File: src/rtl/sibd_pkg.sv
`default_nettype none
// ----------------------------------------------------------------------------
// sibd_pkg
// Shared types and constants for the split index bit deposit core: word
// layouts of both channels, configuration register indexes and field widths.
// ----------------------------------------------------------------------------
package sibd_pkg;

    localparam int INDEX_WIDTH_DEF = 32;

    localparam int SRC_W     = 16;
    localparam int SRC_SEL_W = 4;
    localparam int OUT_W     = 32;
    localparam int CFG_DATA_W  = 32;
    localparam int CFG_INDEX_W = 2;
    localparam int IMAG_BIT_W  = 5;
    localparam int LANE_CNT_W  = 17;

    localparam logic [CFG_INDEX_W-1:0] REG_PARTITION_MASK = 2'd0;
    localparam logic [CFG_INDEX_W-1:0] REG_LANE_MASK      = 2'd1;
    localparam logic [CFG_INDEX_W-1:0] REG_IMAG_BIT       = 2'd2;
    localparam logic [CFG_INDEX_W-1:0] REG_LANE_COUNT     = 2'd3;

    typedef struct packed {
        logic [SRC_W-1:0] partition_index;
        logic [SRC_W-1:0] lane_index;
    } in_word_t;

    typedef struct packed {
        logic [OUT_W-1:0] real_index;
        logic [OUT_W-1:0] imag_index;
        logic [OUT_W-1:0] table_slot;
    } out_word_t;

endpackage
`default_nettype wire

File: src/rtl/split_index_bit_deposit_core.sv
`default_nettype none
// ----------------------------------------------------------------------------
// split_index_bit_deposit_core
// Interleaved-load index generator: bit deposit of partition and lane indexes
// into configured masks, imaginary index and table slot.
// ----------------------------------------------------------------------------
// The core takes one word per cycle and returns each result through a
// four-stage pipeline (input register, slot multiplier, bit deposit
// network, imaginary bit and output register) in which every stage holds
// its word while the stage after it cannot load. Throughput is one word
// per clock whenever m_ready is high. The deposit network works
// from per-position bit ranks that are registered from the mask registers, so
// a mask write applies to words accepted in the same cycle as the write or
// later. Only the low INDEX_WIDTH bits of the masks are used, and both index
// outputs are zero above INDEX_WIDTH.
module split_index_bit_deposit_core #(
    parameter int INDEX_WIDTH = sibd_pkg::INDEX_WIDTH_DEF
) (
    input  wire logic                             aclk,
    input  wire logic                             aresetn,

    input  wire logic                             cfg_we,
    input  wire logic [sibd_pkg::CFG_INDEX_W-1:0] cfg_addr,
    input  wire logic [sibd_pkg::CFG_DATA_W-1:0]  cfg_wdata,

    input  wire logic                             s_valid,
    output logic                                  s_ready,
    input  wire sibd_pkg::in_word_t               s_data,

    output logic                                  m_valid,
    input  wire logic                             m_ready,
    output sibd_pkg::out_word_t                   m_data
);

    logic [INDEX_WIDTH-1:0]              part_mask_reg;
    logic [INDEX_WIDTH-1:0]              lane_mask_reg;
    logic [sibd_pkg::IMAG_BIT_W-1:0]     imag_bit_reg;
    logic [sibd_pkg::LANE_CNT_W-1:0]     lane_count_reg;

    always_ff @(posedge aclk) begin
        if (!aresetn) begin
            part_mask_reg  <= '0;
            lane_mask_reg  <= '0;
            imag_bit_reg   <= '0;
            lane_count_reg <= sibd_pkg::LANE_CNT_W'(1);
        end else if (cfg_we) begin
            case (cfg_addr)
                sibd_pkg::REG_PARTITION_MASK: part_mask_reg <= cfg_wdata[INDEX_WIDTH-1:0];
                sibd_pkg::REG_LANE_MASK:      lane_mask_reg <= cfg_wdata[INDEX_WIDTH-1:0];
                sibd_pkg::REG_IMAG_BIT:
                    imag_bit_reg <= cfg_wdata[sibd_pkg::IMAG_BIT_W-1:0];
                sibd_pkg::REG_LANE_COUNT:
                    lane_count_reg <= cfg_wdata[sibd_pkg::LANE_CNT_W-1:0];
                default: ;
            endcase
        end
    end

    // Pipeline valid bits and load enables; a stage loads when it is empty
    // or when the stage after it loads.
    logic v1_reg, v2_reg, v3_reg, v4_reg;
    logic ld1, ld2, ld3, ld4;

    assign ld4     = !v4_reg || m_ready;
    assign ld3     = !v3_reg || ld4;
    assign ld2     = !v2_reg || ld3;
    assign ld1     = !v1_reg || ld2;
    assign s_ready = ld1;
    assign m_valid = v4_reg;

    always_ff @(posedge aclk) begin
        if (!aresetn) begin
            v1_reg <= 1'b0;
            v2_reg <= 1'b0;
            v3_reg <= 1'b0;
            v4_reg <= 1'b0;
        end else begin
            if (ld1) v1_reg <= s_valid;
            if (ld2) v2_reg <= v1_reg;
            if (ld3) v3_reg <= v2_reg;
            if (ld4) v4_reg <= v3_reg;
        end
    end

    // Stage 1: input register.
    sibd_pkg::in_word_t s1_word_reg;

    always_ff @(posedge aclk) begin
        if (ld1 && s_valid) begin
            s1_word_reg <= s_data;
        end
    end

    // Stage 2: partition times lane count, wrapped to the slot width.
    logic [sibd_pkg::SRC_W-1:0] s2_part_reg;
    logic [sibd_pkg::SRC_W-1:0] s2_lane_reg;
    logic [sibd_pkg::OUT_W-1:0] s2_prod_reg;
    logic [sibd_pkg::SRC_W+sibd_pkg::LANE_CNT_W-1:0] prod_full;

    assign prod_full = (sibd_pkg::SRC_W+sibd_pkg::LANE_CNT_W)'(s1_word_reg.partition_index)
                     * (sibd_pkg::SRC_W+sibd_pkg::LANE_CNT_W)'(lane_count_reg);

    always_ff @(posedge aclk) begin
        if (ld2 && v1_reg) begin
            s2_part_reg <= s1_word_reg.partition_index;
            s2_lane_reg <= s1_word_reg.lane_index;
            s2_prod_reg <= prod_full[sibd_pkg::OUT_W-1:0];
        end
    end

    // Stage 3: bit deposit of both indexes and slot addition.
    logic [INDEX_WIDTH-1:0]     part_dep;
    logic [INDEX_WIDTH-1:0]     lane_dep;
    logic [INDEX_WIDTH-1:0]     s3_real_reg;
    logic [sibd_pkg::OUT_W-1:0] s3_slot_reg;

    sibd_deposit #(
        .INDEX_WIDTH (INDEX_WIDTH)
    ) u_part_dep (
        .aclk   (aclk),
        .mask   (part_mask_reg),
        .src    (s2_part_reg),
        .result (part_dep)
    );

    sibd_deposit #(
        .INDEX_WIDTH (INDEX_WIDTH)
    ) u_lane_dep (
        .aclk   (aclk),
        .mask   (lane_mask_reg),
        .src    (s2_lane_reg),
        .result (lane_dep)
    );

    always_ff @(posedge aclk) begin
        if (ld3 && v2_reg) begin
            s3_real_reg <= part_dep | lane_dep;
            s3_slot_reg <= s2_prod_reg + sibd_pkg::OUT_W'(s2_lane_reg);
        end
    end

    // Stage 4: imaginary select bit and output register.
    logic [sibd_pkg::OUT_W-1:0] imag_onehot;
    logic [INDEX_WIDTH-1:0]     imag_idx;
    sibd_pkg::out_word_t        out_word_reg;

    assign imag_onehot = sibd_pkg::OUT_W'(1) << imag_bit_reg;
    assign imag_idx    = s3_real_reg | imag_onehot[INDEX_WIDTH-1:0];

    always_ff @(posedge aclk) begin
        if (ld4 && v3_reg) begin
            out_word_reg.real_index <= sibd_pkg::OUT_W'(s3_real_reg);
            out_word_reg.imag_index <= sibd_pkg::OUT_W'(imag_idx);
            out_word_reg.table_slot <= s3_slot_reg;
        end
    end

    assign m_data = out_word_reg;

endmodule
`default_nettype wire

File: src/rtl/sibd_deposit.sv
`default_nettype none
// ----------------------------------------------------------------------------
// sibd_deposit
// Parallel bit deposit of a 16-bit source into the set positions of a mask.
// The rank of every mask position is registered once per cycle from the mask.
// ----------------------------------------------------------------------------
module sibd_deposit #(
    parameter int INDEX_WIDTH = sibd_pkg::INDEX_WIDTH_DEF
) (
    input  wire logic                       aclk,
    input  wire logic [INDEX_WIDTH-1:0]     mask,
    input  wire logic [sibd_pkg::SRC_W-1:0] src,
    output logic      [INDEX_WIDTH-1:0]     result
);

    localparam int RANK_W = (INDEX_WIDTH > 1) ? $clog2(INDEX_WIDTH) : 1;

    logic [RANK_W-1:0] rank_reg  [INDEX_WIDTH];
    logic [RANK_W-1:0] rank_next [INDEX_WIDTH];

    // The rank of a position is the number of mask bits set below it, which is
    // the source bit that lands there.
    always_comb begin
        for (int pos = 0; pos < INDEX_WIDTH; pos++) begin
            rank_next[pos] = RANK_W'($countones(
                mask & INDEX_WIDTH'((64'd1 << pos) - 64'd1)));
        end
    end

    always_ff @(posedge aclk) begin
        for (int pos = 0; pos < INDEX_WIDTH; pos++) begin
            rank_reg[pos] <= rank_next[pos];
        end
    end

    always_comb begin
        logic [31:0] rank_ext;
        rank_ext = '0;
        for (int pos = 0; pos < INDEX_WIDTH; pos++) begin
            rank_ext    = 32'(rank_reg[pos]);
            result[pos] = mask[pos] && (rank_ext < 32'(sibd_pkg::SRC_W)) &&
                          src[rank_ext[sibd_pkg::SRC_SEL_W-1:0]];
        end
    end

endmodule
`default_nettype wire

File: config.mk
export PLATFORM = sky130hd
export DESIGN_NAME = split_index_bit_deposit_core
export DESIGN_NICKNAME = d
export VERILOG_FILES = /design/src/rtl/sibd_pkg.sv /design/src/rtl/split_index_bit_deposit_core.sv /design/src/rtl/sibd_deposit.sv
export SDC_FILE = /design/constraint.sdc
export NUM_CORES = 2
export LEC_CHECK = 0
export BUFFER_PORTS_ARGS = -buffer_cell sky130_fd_sc_hd__clkbuf_2
export CAP_MARGIN = 20
export CORE_MARGIN = 3
export CORE_UTILIZATION = 25
export CTS_CLUSTER_DIAMETER = 150
export CTS_CLUSTER_SIZE = 12
export DETAILED_ROUTE_END_ITERATION = 10
export SETUP_SLACK_MARGIN = 0.1
export SYNTH_ARGS = -nofsm -noshare
export SYNTH_HDL_FRONTEND = slang
export SYNTH_SLANG_ARGS = --single-unit
File: constraint.sdc
create_clock -name aclk -period 10.2 [get_ports aclk]
set_clock_uncertainty 0.2 [all_clocks]
set_input_delay 2.04 -clock aclk [delete_from_list [all_inputs] [get_ports aclk]]
set_output_delay 2.04 -clock aclk [all_outputs]
set_load 0.02 [all_outputs]
==> reports/qor.yml <==
floorplan:
  dieHeight_um: 416.7
  die_area_sq_um: 173600
  core.rowCount: 150
  io_pins: 169
  core_area_sq_um: 167400
  die_w_um: 416.7
  initial_utilization: 0.2519
yosys:
  ys_seq_elements: 626
  ys_warn_count: 0
  syn_nets: 4225
  synthFlopType: "dfxtp_1"
  async_flop_share: 0
  syn_avg_cell_area_sq_um: 11.96
  synth_edf_count: 256
  synthTopCellsByArea: "edfxtp_1, dfxtp_1, fa_1"
  ys_seq_area_frac: 0.3580
  yosysTopAreaCell: "edfxtp_1"
  syn_area_sq_um: 42170
  synth_top_cell_area_share: 0.1823
  synthCells: 3527
  synth.distinct_cells: 68
power_and_ir_drop:
  p_total_mw: 7.262
  ir_drop_v: 0.0001520
  p_per_area_nw_per_um2: 153.6
  leakage_nw: 19.69
critical_path:
  cpMostUsedCell: "ha_1"
  cp.required_ns: 10.61
  r2r_start: "part_mask_reg[2]"
  crit_fanout: 12
  crit_path_cell_trace: "ha_1 > ha_1 > fa_1 > inv_1 > fa_1 > inv_1 > ha_1 > fa_1 > ha_1 > ha_1 > fa_1 > inv_1 > fa_1 > inv_1 > ha_1 > a21o_1 > a21oi_1 > xor2_1 > xnor2_1"
  worstPathArrival_ns: 7.69
  slowest_stage: "fa_1"
  rr_endpoint: "u_part_dep.rank_reg[3][29]"
  reg2regPathDepth: 19
  start_kind: "flop"
  reg2reg_setup_slack_ns: 2.92
  critPathKind: "flop to flop"
  cpPeakStageDelay_ns: 1.05
  critPathCaptureType: "flop"
sta:
  maxSlewHeadroom: 0.3278
  max_freq_ghz: 0.1373
  setup_viol: 0
  period_share: 0.7141
  layout_min_cycle_time_ns: 7.284
  tns_ns: 0
  grt_setup_unrepaired: "false"
  worst_pin_slew_ns: 1.008
  hold_viol: 0
  slew_violations: 0
global_route:
  gr-usage-all-layers: 0.1373
  grt_pass1_wl_um: 183000
  grt_start_max_net_pins: 91
  grt-ovfl-total: 0
  antenna_found_initial: 10
  grt_pass1_vias: 29370
clock_tree:
  numCtsBuffers: 58
  cts_sinks: 626
  cts_tree: "done"
  cts_resized: 0
  root_buffer: "clkbuf_16"
  post_cts_buffers: 0
  cts_htree_levels: 2
  clk_latency_ns: 0.67
  holdBufCountCts: 0
  clk_pin_slew_worst_paths_ns: 0.07
  cts_buffer_depth: 3
placed_design:
  io_buffers: 168
  placed_area_sq_um: 45600
  place.gp.congestion: 0.8558
  hpwl_um: 85100
layout:
  nFillCells: 17220
  syn_to_final_growth_pct: 12.10
  final_common_cell: "inv_1"
  seqCellArea_sq_um: 15090
  post-route-util: 0.2823
  final_nets: 4339
  fin_area_sq_um: 47270
  multiInputGateArea_sq_um: 24510
  final_cell_mix: "inv_1, nand2_1, dfxtp_1, fa_1, ha_1"
  drive_gt1_frac: 0.1557
route:
  viasPerCell: 4.685
  dr.pass1.iters: 5
  drt-initial-drc-count: 1788
  vias: 27570
  wl_per_cell_um: 20.28
  ant_nets: 0
  remaining_drc_errors: 0
  wl_um: 119300
status:
  status: "finished clean"
hold_path:
  min-delay-start: "s1_word_reg[12]"
  min_path_cells: 0
  min_to: "s2_lane_reg[12]"
  holdCritPathClass: "flop to flop"
flow_run:
  drv_cap: 0
-- worst max-delay path: cells and delay by family, from the launching register on --
kind / cells / cell delay (ns)
AO/OA/AOI/OAI: 2 / 0.33
XOR/XNOR: 2 / 0.31
adder cells (fa/ha/maj): 11 / 5.38
buffers and inverters: 4 / 0.52
flip-flops: 1 / 0.46
-- routing by layer --
layer | share of wire | wire (um) | global-route usage | vias to the layer above
li1 | - | - | - | 12190
met1 | 0.39 | 45940 | 0.1642 | 14160
met2 | 0.51 | 60780 | 0.2442 | 962
met3 | 0.059 | 6994 | 0.02064 | 251
met4 | 0.047 | 5592 | 0.05935 | 0
met5 | 0 | 0 | 0 | -
-- report_power, final --
part	switching (mW)	total [mW]	internal (mW)
combinational	0.867	1.95	1.08
clock	0.994	2.05	1.05
sequential	0.373	3.27	2.89
-- per-stage QoR --
stage / setup WS (ns) / instances / hold WS (ns)
after global placement: 2.962 / 5785 / 0.2038
after CTS: 2.921 / 5877 / 0.2189
after detailed placement: 2.957 / 5785 / 0.2054
after floorplan: 2.419 / 3527 / 0.1795
after global routing: 2.606 / 5881 / 0.2224
final: 2.916 / 5884 / 0.2168
-- logic make-up (layout without fill, tap and decap cells) --
logic type	count (synthesis)	in the layout	share of synthesized area
AOI/OAI and AO/OA	398	398	0.06602
xor gates and xnor gates	182	182	0.03798
adders and majority gates	627	627	0.2482
buffers and inverters	696	842	0.06220
DFF	626	626	0.3580
muxes	291	291	0.1464
other	0	7	0
and+or+nand+nor	707	707	0.08119
-- worst max path at each step --
| stage | start | endpoint | depth (start not counted) |
|---|---|---|---|
| floorplan | m_ready | s2_lane_reg[0] | 3 |
| global placement | part_mask_reg[0] | u_part_dep.rank_reg[3][29] | 19 |
| detailed placement | part_mask_reg[0] | u_part_dep.rank_reg[3][29] | 19 |
| CTS | part_mask_reg[0] | u_part_dep.rank_reg[3][29] | 19 |
| global route | part_mask_reg[0] | u_part_dep.rank_reg[3][29] | 19 |
| finish | part_mask_reg[2] | u_part_dep.rank_reg[3][29] | 19 |
-- Yosys cell counts (39+ instances only) --
library cell	n
a21boi_0	83
a21o_1	66
a21oi_1	77
and2_1	126
clkbuf_1	166
dfxtp_1	370
edfxtp_1	256
fa_1	349
ha_1	278
inv_1	526
mux4_2	246
nand2_1	373
nand3b_1	39
nor2_1	41
nor2b_1	44
o21ai_0	48
xnor2_1	121
xor2_1	60
-- cell type report --
cell class / instances / share of cell area
repair buffers: 224 / 0.02668
well taps: 2204 / 0.05834
diodes: 7 / 0.0003706
clock buffers: 88 / 0.03309
clock inverters: 4 / 0.001853
multi-input cells: 2205 / 0.5185
inverters: 526 / 0.04177
flip-flops and latches: 626 / 0.3193
Power figures use the tool's default switching activity.
